===== config.mk =====
export PLATFORM = sky130hd
export DESIGN_NAME = integer_calculator_alu
export DESIGN_NICKNAME = d
export VERILOG_FILES = /design/src/sv/ica_pkg.sv /design/src/sv/ica_div.sv /design/src/sv/integer_calculator_alu.sv
export VERILOG_INCLUDE_DIRS = /design/src /design/src/sv
export SDC_FILE = /design/constraint.sdc
export NUM_CORES = 2
export LEC_CHECK = 0
export BUFFER_PORTS_ARGS = -buffer_cell sky130_fd_sc_hd__buf_2
export CAP_MARGIN = 20
export CORE_ASPECT_RATIO = 0.9
export CORE_MARGIN = 1.5
export CORE_UTILIZATION = 45
export CTS_BUF_LIST = sky130_fd_sc_hd__clkbuf_8 sky130_fd_sc_hd__clkbuf_16
export DETAILED_ROUTE_END_ITERATION = 16
export SETUP_SLACK_MARGIN = 0.05
export SYNTH_ARGS = -nofsm -noshare
export SYNTH_HDL_FRONTEND = slang
export SYNTH_SLANG_ARGS = --single-unit

===== constraint.sdc =====
create_clock -name i_clk -period 15.1 [get_ports i_clk]
set_clock_uncertainty 0.05 [all_clocks]
set_input_delay 3.02 -clock i_clk [delete_from_list [all_inputs] [get_ports i_clk]]
set_output_delay 3.02 -clock i_clk [all_outputs]
set_load 0.005 [all_outputs]

===== src/sv/integer_calculator_alu_assert.svh =====
// assertion macros for the integer calculator alu
// used by integer_calculator_alu; no other dependencies
`ifndef INTEGER_CALCULATOR_ALU_ASSERT_SVH
`define INTEGER_CALCULATOR_ALU_ASSERT_SVH
`ifndef ASSERT_OFF
`define ICA_ASSERT_IMP(label, clk, rst_n, ante, cons) \
    label: assert property (@(posedge clk) disable iff (!(rst_n)) (ante) |-> (cons)) \
        else $error("integer_calculator_alu: assertion failed");
`define ICA_ASSERT_NEXT(label, clk, rst_n, ante, cons) \
    label: assert property (@(posedge clk) disable iff (!(rst_n)) (ante) |=> (cons)) \
        else $error("integer_calculator_alu: assertion failed");
`else
`define ICA_ASSERT_IMP(label, clk, rst_n, ante, cons)
`define ICA_ASSERT_NEXT(label, clk, rst_n, ante, cons)
`endif
`endif


===== src/sv/ica_pkg.sv =====
// shared types, codes and the factorial table for the integer calculator alu
// no dependencies
`timescale 1ns / 1ps

package ica_pkg;

    localparam int DATA_W   = 32;
    localparam int CNT_W    = $clog2(DATA_W);
    localparam int FACT_MAX = 12;

    typedef enum logic [2:0] {
        CMD_ADD   = 3'd0,
        CMD_SUB   = 3'd1,
        CMD_MUL   = 3'd2,
        CMD_DIV   = 3'd3,
        CMD_POW   = 3'd4,
        CMD_FACT  = 3'd5,
        CMD_UNK_A = 3'd6,
        CMD_UNK_B = 3'd7
    } t_cmd;

    typedef enum logic [1:0] {
        ST_OK      = 2'd0,
        ST_DIV0    = 2'd1,
        ST_FACT    = 2'd2,
        ST_UNKNOWN = 2'd3
    } t_status;

    // factorial of 0..12, anything else is never looked up
    function automatic logic [DATA_W-1:0] fact_lookup(input logic [3:0] n);
        logic [DATA_W-1:0] v;
        case (n)
            4'd0:    v = 32'd1;
            4'd1:    v = 32'd1;
            4'd2:    v = 32'd2;
            4'd3:    v = 32'd6;
            4'd4:    v = 32'd24;
            4'd5:    v = 32'd120;
            4'd6:    v = 32'd720;
            4'd7:    v = 32'd5040;
            4'd8:    v = 32'd40320;
            4'd9:    v = 32'd362880;
            4'd10:   v = 32'd3628800;
            4'd11:   v = 32'd39916800;
            4'd12:   v = 32'd479001600;
            default: v = '1;
        endcase
        return v;
    endfunction

endpackage


===== src/sv/ica_div.sv =====
// iterative restoring signed divider, one quotient bit per cycle
// depends on ica_pkg
`timescale 1ns / 1ps

module ica_div (
    input  logic                         i_clk,
    input  logic                         i_rst_n,
    input  logic                         i_start,
    input  logic [ica_pkg::DATA_W-1:0]   i_dividend,
    input  logic [ica_pkg::DATA_W-1:0]   i_divisor,
    output logic                         o_done,
    output logic [ica_pkg::DATA_W-1:0]   o_quotient
);

    localparam logic [ica_pkg::CNT_W-1:0] CNT_LAST = ica_pkg::CNT_W'(ica_pkg::DATA_W - 1);

    logic                          r_busy;
    logic                          r_done;
    logic [ica_pkg::CNT_W-1:0]     r_cnt;
    logic                          r_neg;
    logic [ica_pkg::DATA_W-1:0]    r_rem;
    logic [ica_pkg::DATA_W-1:0]    r_quo;
    logic [ica_pkg::DATA_W-1:0]    r_dvs;

    logic                          w_a_neg;
    logic                          w_b_neg;
    logic [ica_pkg::DATA_W-1:0]    w_shift;
    logic [ica_pkg::DATA_W:0]      w_trial;

    assign w_a_neg = i_dividend[ica_pkg::DATA_W-1];
    assign w_b_neg = i_divisor[ica_pkg::DATA_W-1];

    // remainder stays below the divisor magnitude, so the shift fits
    assign w_shift = {r_rem[ica_pkg::DATA_W-2:0], r_quo[ica_pkg::DATA_W-1]};
    assign w_trial = {1'b0, w_shift} - {1'b0, r_dvs};

    always_ff @(posedge i_clk) begin
        if (!i_rst_n) begin
            r_busy <= 1'b0;
            r_done <= 1'b0;
            r_cnt  <= '0;
        end else begin
            r_done <= 1'b0;
            if (i_start) begin
                r_busy <= 1'b1;
                r_cnt  <= '0;
                r_neg  <= w_a_neg ^ w_b_neg;
                r_rem  <= '0;
                r_quo  <= w_a_neg ? (~i_dividend + 1'b1) : i_dividend;
                r_dvs  <= w_b_neg ? (~i_divisor + 1'b1) : i_divisor;
            end else if (r_busy) begin
                if (!w_trial[ica_pkg::DATA_W]) begin
                    r_rem <= w_trial[ica_pkg::DATA_W-1:0];
                    r_quo <= {r_quo[ica_pkg::DATA_W-2:0], 1'b1};
                end else begin
                    r_rem <= w_shift;
                    r_quo <= {r_quo[ica_pkg::DATA_W-2:0], 1'b0};
                end
                r_cnt <= r_cnt + 1'b1;
                if (r_cnt == CNT_LAST) begin
                    r_busy <= 1'b0;
                    r_done <= 1'b1;
                end
            end
        end
    end

    assign o_done     = r_done;
    assign o_quotient = r_neg ? (~r_quo + 1'b1) : r_quo;

endmodule


===== src/sv/integer_calculator_alu.sv =====
// integer calculator alu: add, sub, mul, div, power, factorial
// one shared 32x32 multiplier under a small sequencer, plus ica_div
// depends on ica_pkg, ica_div and integer_calculator_alu_assert.svh
//
// usage:
//   request channel i_valid/o_ready carries i_cmd, i_lhs, i_rhs; the result
//   channel o_valid/i_ready carries o_value and o_status. one result per request.
//   path from request to o_valid, with the receiver ready:
//     add, sub, factorial, unknown code and power special cases: S_DONE only
//     multiply: S_MUL (one pass through the shared multiplier), then S_DONE
//     divide: S_DIV (32 restoring steps in ica_div), then S_DONE; zero divisor S_DONE
//     power: S_POW_A and S_POW_S per exponent bit up to its top set bit, then
//     S_DONE, since each exponent bit takes two multiplier passes.
//   o_ready is high only while the sequencer is idle, so one request is worked
//   at a time. a finished result sits in the output register; the next request
//   is taken while it waits, and its own result waits inside until i_ready
//   frees the output register.
//   reset (synchronous, active low) drops o_valid and returns to idle.
`timescale 1ns / 1ps
`include "integer_calculator_alu_assert.svh"

module integer_calculator_alu (
    input  logic                         i_clk,
    input  logic                         i_rst_n,
    input  logic                         i_valid,
    output logic                         o_ready,
    input  logic [2:0]                   i_cmd,
    input  logic signed [31:0]           i_lhs,
    input  logic signed [31:0]           i_rhs,
    output logic                         o_valid,
    input  logic                         i_ready,
    output logic signed [31:0]           o_value,
    output logic [1:0]                   o_status
);

    typedef enum logic [2:0] {
        S_IDLE,
        S_MUL,
        S_POW_A,
        S_POW_S,
        S_DIV,
        S_DONE
    } t_state;

    t_state                         r_state;
    logic [ica_pkg::DATA_W-1:0]     r_acc;
    logic [ica_pkg::DATA_W-1:0]     r_sq;
    logic [ica_pkg::DATA_W-2:0]     r_ex;
    ica_pkg::t_status               r_res_st;
    logic                           r_div_start;
    logic                           r_out_valid;
    logic [ica_pkg::DATA_W-1:0]     r_value;
    ica_pkg::t_status               r_status;

    logic [ica_pkg::DATA_W-1:0]     w_mul_a;
    logic [ica_pkg::DATA_W-1:0]     w_prod;
    logic                           w_div_done;
    logic [ica_pkg::DATA_W-1:0]     w_div_quo;
    logic                           w_accept;
    logic                           w_fact_ok;
    logic [ica_pkg::DATA_W-1:0]     w_lhs;
    logic [ica_pkg::DATA_W-1:0]     w_rhs;

    assign w_lhs    = i_lhs;
    assign w_rhs    = i_rhs;
    assign o_ready  = (r_state == S_IDLE);
    assign w_accept = i_valid && o_ready;

    assign w_fact_ok = (w_lhs[ica_pkg::DATA_W-1:4] == '0)
                    && (w_lhs[3:0] <= 4'(ica_pkg::FACT_MAX));

    // shared multiplier: squaring pass uses sq twice, otherwise acc * sq
    assign w_mul_a = (r_state == S_POW_S) ? r_sq : r_acc;
    assign w_prod  = w_mul_a * r_sq;

    ica_div u_div (
        .i_clk      (i_clk),
        .i_rst_n    (i_rst_n),
        .i_start    (r_div_start),
        .i_dividend (r_acc),
        .i_divisor  (r_sq),
        .o_done     (w_div_done),
        .o_quotient (w_div_quo)
    );

    always_ff @(posedge i_clk) begin
        if (!i_rst_n) begin
            r_state     <= S_IDLE;
            r_div_start <= 1'b0;
            r_out_valid <= 1'b0;
        end else begin
            r_div_start <= 1'b0;
            // in S_DONE the output register is handled by the state itself
            if (r_out_valid && i_ready && r_state != S_DONE) begin
                r_out_valid <= 1'b0;
            end
            case (r_state)
                S_IDLE: begin
                    if (w_accept) begin
                        r_res_st <= ica_pkg::ST_OK;
                        r_state  <= S_DONE;
                        case (ica_pkg::t_cmd'(i_cmd))
                            ica_pkg::CMD_ADD: begin
                                r_acc <= w_lhs + w_rhs;
                            end
                            ica_pkg::CMD_SUB: begin
                                r_acc <= w_lhs - w_rhs;
                            end
                            ica_pkg::CMD_MUL: begin
                                r_acc   <= w_lhs;
                                r_sq    <= w_rhs;
                                r_state <= S_MUL;
                            end
                            ica_pkg::CMD_DIV: begin
                                if (w_rhs == '0) begin
                                    r_acc    <= '0;
                                    r_res_st <= ica_pkg::ST_DIV0;
                                end else begin
                                    r_acc       <= w_lhs;
                                    r_sq        <= w_rhs;
                                    r_div_start <= 1'b1;
                                    r_state     <= S_DIV;
                                end
                            end
                            ica_pkg::CMD_POW: begin
                                if (w_lhs == 32'd1 || w_rhs == '0) begin
                                    r_acc <= 32'd1;
                                end else if (w_lhs == '0) begin
                                    r_acc <= '0;
                                end else if (w_rhs[ica_pkg::DATA_W-1]) begin
                                    r_acc <= 32'd1;
                                end else begin
                                    r_acc   <= 32'd1;
                                    r_sq    <= w_lhs;
                                    r_ex    <= w_rhs[ica_pkg::DATA_W-2:0];
                                    r_state <= S_POW_A;
                                end
                            end
                            ica_pkg::CMD_FACT: begin
                                if (w_fact_ok) begin
                                    r_acc <= ica_pkg::fact_lookup(w_lhs[3:0]);
                                end else begin
                                    r_acc    <= '1;
                                    r_res_st <= ica_pkg::ST_FACT;
                                end
                            end
                            default: begin
                                r_acc    <= '1;
                                r_res_st <= ica_pkg::ST_UNKNOWN;
                            end
                        endcase
                    end
                end
                S_MUL: begin
                    r_acc   <= w_prod;
                    r_state <= S_DONE;
                end
                S_POW_A: begin
                    if (r_ex[0]) begin
                        r_acc <= w_prod;
                    end
                    r_state <= S_POW_S;
                end
                S_POW_S: begin
                    r_sq <= w_prod;
                    r_ex <= r_ex >> 1;
                    // stop once no exponent bits remain above this one
                    if (r_ex[ica_pkg::DATA_W-2:1] == '0) begin
                        r_state <= S_DONE;
                    end else begin
                        r_state <= S_POW_A;
                    end
                end
                S_DIV: begin
                    if (w_div_done) begin
                        r_acc   <= w_div_quo;
                        r_state <= S_DONE;
                    end
                end
                S_DONE: begin
                    if (!r_out_valid || i_ready) begin
                        r_out_valid <= 1'b1;
                        r_value     <= r_acc;
                        r_status    <= r_res_st;
                        r_state     <= S_IDLE;
                    end
                end
                default: begin
                    r_state <= S_IDLE;
                end
            endcase
        end
    end

    assign o_valid  = r_out_valid;
    assign o_value  = r_value;
    assign o_status = r_status;

    `ICA_ASSERT_IMP(a_div_done_in_div, i_clk, i_rst_n, w_div_done, r_state == S_DIV)
    `ICA_ASSERT_NEXT(a_request_leaves_idle, i_clk, i_rst_n, w_accept, !o_ready)
    `ICA_ASSERT_IMP(a_error_value, i_clk, i_rst_n,
                    o_valid && o_status != ica_pkg::ST_OK, o_value == '1 || o_value == '0)
    `ICA_ASSERT_IMP(a_pow_exp_live, i_clk, i_rst_n, r_state == S_POW_A, r_ex != '0)

endmodule

Word-level counts from Yosys, hierarchy flattened. Memory sizes are Yosys's and may differ from the RTL's. Index checks and enable logic that the tools add are counted.

Bits in read-only memories: 512. Memories kept: 1. Bits in registers: 239. Input port bits: 71.

Add/sub/neg operators: 7. Multiply operators: 1. Bitwise logic cells: 6. Equal/unequal tests: 26. $lt $le $gt $ge: 1. Reductions and logical operators: 28. Muxes and demuxes: 52.

Memory list: (name not given) (words 16, width 32, rd ports 1, clocked after Yosys merged registers in 0, write ports 0, line ica_pkg.sv:32) `case (n)`.

Operators by type and width (number): $mux W32 (15); $mux W31 (8); $pmux W32 S6 (1); $pmux W32 S4 (1); $add A32 B1 Y32 const B (3); $not A32 Y32 (3); $pmux W32 S3 (1); $logic_not A32 Y1 (2); $pmux W32 S2 (1); $pmux W31 S2 (1); $sub A32 B32 Y33 (1); $add A32 B32 Y32 (1); $eq A32 B1 Y1 const B (1); $mul A32 B32 Y32 (1); $sub A32 B32 Y32 (1); $logic_not A30 Y1 (1); $logic_not A28 Y1 (1); $mux W3 (7); $pmux W3 S6 (1); $ne A3 B3 Y1 const B (5); $mux W1 (13); $eq A3 B2 Y1 const B (4); $eq A3 B3 Y1 const B (4); $ne A2 B2 Y1 const B (5); 26 further kinds (39).

Depth between registers and ports, before layout.
Depth in word-level cells: 6. Gate-level depth with buffers: 33.

By module. From an unflattened synthesis, not the netlist that was laid out.

Cell total of the unflattened synthesis: 3534. Area total of the unflattened synthesis: 32728.9 um^2.

By module, submodules not included: integer_calculator_alu (times used 1, cells each 2713, seq. area each 4033.9 um^2, area each 25146.6 um^2); ica_div (times used 1, cells each 821, seq. area each 3022.9 um^2, area each 7582.3 um^2).

Worst setup path after synthesis. No wires, ideal clock.

Path type: reg-to-reg. Start: register r_state[2]. End: register r_acc[29] (netlist name) (data pin). Clock period less this slack: 8.357 ns. Cell stages (with the launch flop): 30. Arrival time: 8.051 ns. Slack: 6.743 ns. Buffers on the path: 4. Path through: dfxtp_1 > nand3b_1 > buf_2 > buf_1 > mux2_2 > clkbuf_1 > and2_1 > fa_1 > fa_1 > fa_1 > inv_1 > fa_1 > inv_1 > fa_1 > inv_1 > fa_1 > inv_1 > fa_1 > fa_1 > ha_1 > clkbuf_1 > a21oi_1 > nand2_1 > or3_1 > o21ba_2 > a2111oi_0 > o21bai_1 > xnor2_1 > o221ai_1 > a31o_2.

Cells in the longest elaborated chain, start to end: 5.

RTL lines: start, declared (line integer_calculator_alu.sv:45) `t_state r_state;`; start signal, assigned (line integer_calculator_alu.sv:88) `r_state <= S_IDLE;`; start signal, assigned (line integer_calculator_alu.sv:101) `r_state <= S_DONE;`; start signal, assigned (line integer_calculator_alu.sv:112) `r_state <= S_MUL;`; $eq A3 B2 Y1 (line integer_calculator_alu.sv:73) `assign w_mul_a = (r_state == S_POW_S) ? r_sq : r_acc;`; $mux W32 (line integer_calculator_alu.sv:73); $mul A32 B32 Y32 (line integer_calculator_alu.sv:74) `assign w_prod = w_mul_a * r_sq;`; $mux W32 (line integer_calculator_alu.sv:159) `if (r_ex[0]) begin`; $pmux W32 S4 (*) (line integer_calculator_alu.sv:97) `case (r_state)`; end signal, assigned (line integer_calculator_alu.sv:104) `r_acc <= w_lhs + w_rhs;`; end signal, assigned (line integer_calculator_alu.sv:107) `r_acc <= w_lhs - w_rhs;`; end signal, assigned (line integer_calculator_alu.sv:160) `r_acc <= w_prod;`; end, declared (line integer_calculator_alu.sv:46) `logic [ica_pkg::DATA_W-1:0] r_acc;`.

Mark *: on every way between the ends. The rest lies on a longest branch, timed or not. The select of a mux whose other input is x is not followed. A chain may end at the register's enable or synchronous reset.

Worst setup path after layout. Ends and elaborated chain as after synthesis.

==> impl.org <==
** Placement
- In this run, placement finished with an instance count of 4458.
- Number of input and output port buffers inserted :: 106
- Detailed placement finished with a half-perimeter wire length of 77050 um.
- Worst slack, placed :: 5.166 ns
- RD Place Congestion :: 0.9428
- Cell area after placement :: 34060 um2

** Logic synthesis
- Count of warnings emitted by yosys :: 0
- Synthesis produced 3544 cells.
- Cell area after technology mapping :: 32650 um2
- Most common flop cell mapped by yosys :: edfxtp_1
- Largest area contributor in the synthesized netlist :: fa_1
- The number of nets in the synthesized netlist is 4221.
- Commonest cells in the netlist :: inv_1, nand2_1, fa_1
- Count leader, synth :: inv_1
- Flip-flop and latch count after synthesis :: 239
- Netlist cell types :: 74
- After synthesis, the largest area contributor takes up 25.14% of total cell area.
- Async SR Flop Fraction :: 0%
- Leading post-synthesis cells by cell area :: fa_1, edfxtp_1, ha_1
- EDFF count, synth :: 227
- Of the synthesized area, sequential elements account for 21.61%.
- Per-instance average area after synthesis :: 9.214 um2

** Clock tree
- Cts bufs inserted :: 26
- Clock-pin slew was measured on the worst setup and hold paths at 0.06 ns.
- Post-CTS repair changed the size of 0 cells.
- Clk Tree Root Cell :: clkbuf_16
- The clock drives 239 sinks.
- Buffers inserted to repair hold after CTS numbered 0.
- In this run the deepest clock path goes through 3 buffers.
- Clock latency at the later pin of the worst-skew pair :: 0.56 ns
- CTS built an H-tree with a depth of 1.
- TritonCTS clock tree :: done
- After clock tree synthesis, the setup repair step added 0 buffers.

** Worst setup path
- Data on the critical path is required at its endpoint by 15.37 ns.
- For the worst setup path, the data arrival time is 10.32 ns.
- STA classifies the critical path startpoint as a flip-flop.
- Worst-path maximum fanout :: 67
- Slowest cell delay on critical path :: 0.65 ns
- Start-to-end type of the worst setup path :: reg2reg
- Among all stages on the critical path, the largest delay is contributed by buf_4.
- Measured in cells, the most critical reg-to-reg path has a length of 29.
- Most common cell on crit path :: fa_1
- Category of the worst setup path capture point :: flip-flop

** Routing
- Overall via count from detail_route :: 25640
- Routed wirelength normalized by instance count :: 23.05 um
- After detailed routing, the total wire length is 103900 um.
- Number of DRC violations after detailed routing :: 0
- Using the TritonRoute via totals, the vias-per-cell ratio works out to 5.689.
- In this run, the number of DRC markers left after iteration 0 of detailed routing was 2346.
- Before antenna repair, the detailed router went through 8 iterations.
- Once detail routing completed, the nets flagged for antenna violations numbered 0.

** Timing
- Shortest period the worst path allows :: 10.05 ns
- Setup repair after global routing left no endpoint under its margin.
- Setup slack closes at 5.045 ns.
- The number of max-slew violations in the final report came to 0.
- Maximum clock rate :: 99.46 MHz
- Setup tns final :: 0 ns
- The final critical path takes up 66.59% of the cycle.
- In this run the tightest slew margin relative to its limit is 25.97%.
- Slew @ Worst Pin :: 1.110 ns
- Final setup violation count :: 0
- The number of hold violations in the final report was 0.

** Global routing
- The first global-routing pass estimated 159900 um of wire.
- Via count of the first global-routing pass :: 25890
- For this run, the total global-route usage over all layers was measured as 28.27%.
- Total grt overflow :: 0
- Number of antenna violations at the first check in global routing :: 3
- Entering global routing, the biggest net connects 68 pins.

** Flow run
- The tool flagged a number of max-cap violations equal to 0.

** Floorplan
- The initial utilization of the core area, before any placement, comes to 45.56%.
- Number of rows created at floorplan :: 93
- Standard cell core area :: 71680 um2
- Total die area :: 74190 um2
- 107 I/O pins were placed.
- Measured along the y axis, the die boundary spans 258.6 um.
- From left edge to right edge, the die measures 287.0 um.

** Layout
- Area grow syn2layout :: 7.131%
- Final Net Count :: 4214
- Once layout is done, the placed cells without fillers occupy 34980 um2.
- Cell Count, Final, Fillers Out :: 4506
- 0 antenna diodes ended up in the layout.
- Fraction of final layout cells with drive strength greater than 1 :: 7.087%

** Hold path
- The tightest min-delay check is of the reg2reg type.
- The worst hold path was traced through 0 stages.

** Status
- The flow ran to the end, and the final reports show no timing, DRC or antenna violations.
through the flow:
stage | utilization, % | hold WS (ns)
after global placement | 47.52 | 0.3651
final | 48.80 | 0.3852
after floorplan | - | 0.3503
after CTS | 48.78 | 0.3826
after global routing | 48.80 | 0.3988
after detailed placement | 47.52 | 0.3703
cell type report:
class | count | area [um2]
fillers | 6922 | 36700
flip-flops and latches | 239 | 7061
multi-input cells | 2668 | 23250
clock inverters | 20 | 225.2
inverters | 450 | 1689
repair buffers | 152 | 888.4
clock buffers | 27 | 675.6
well taps | 950 | 1189
worst max-delay path: cells and delay by family (launching register included):
kind            cells  cell delay, ns
compound gates      7            1.82
xor+xnor            1            0.24
fa+ha+maj           9            4.29
buf+inv             7            1.49
flops               1            0.46
simple gates        5            1.38
cell families (layout without fill, tap and decap cells):
family | after synthesis | count (layout) | synth area share (%)
AO/OA/AOI/OAI | 592 | 592 | 11.59
AND/OR/NAND/NOR | 1138 | 1138 | 17.24
buffers and inverters | 637 | 649 | 7.380
multiplexers | 84 | 84 | 2.663
flip-flops | 239 | 239 | 21.61
XOR/XNOR | 248 | 248 | 6.863
adder cells (fa/ha/maj) | 606 | 606 | 32.65
per-layer routing:
metal | up-vias | share of wire [%] | global-route usage, %
li1 | 11660 | - | -
met1 | 12790 | 44 | 40.76
met2 | 1015 | 44 | 43.42
met3 | 177 | 8.6 | 5.361
met4 | 2 | 3.1 | 7.778
met5 | - | 0.013 | 0
cells in the final DEF (no fill, tap or decap), drive strengths merged, types with 16 or more instances in the layout:
| cell type | n |
|---|---|
| mux2 | 23 |
| ha | 196 |
| o41ai | 18 |
| nor3 | 30 |
| o21ai | 153 |
| nor4 | 25 |
| nor2 | 171 |
| mux2i | 61 |
| nand2b | 35 |
| and2 | 294 |
| o21a | 34 |
| fa | 410 |
| xor2 | 86 |
| inv | 457 |
| a21oi | 156 |
| clkbuf | 27 |
| a31oi | 20 |
| nand2 | 448 |
| or3 | 20 |
| nor2b | 29 |
| a21o | 43 |
| edfxtp | 227 |
| o31ai | 28 |
| buf | 152 |
| a211oi | 25 |
| xnor2 | 157 |
| a221oi | 17 |
| nand3 | 16 |
sequential cells by signal (all words and copies together), names as in the netlist, 3 cells and up:
name / count
u_div.r_rem: 31
u_div.r_cnt: 5
r_ex: 31
r_state: 3
u_div.r_dvs: 32
u_div.r_quo: 32
r_acc: 32
o_value: 32
r_sq: 32
path summary, 6_finish.rpt:
path / startpoint / endpoint / slack, ns
hold reg to reg: r_res_st[0] / o_status[0] / 0.39
setup reg to reg: r_state[2] / r_acc[29] / 5.05
setup / recovery: r_state[2] / r_acc[29] / 5.05
hold / removal: r_res_st[0] / o_status[0] / 0.39
Power is not shown: default switching activity piles up to over one toggle a cycle in this logic, so the estimate is an artifact.
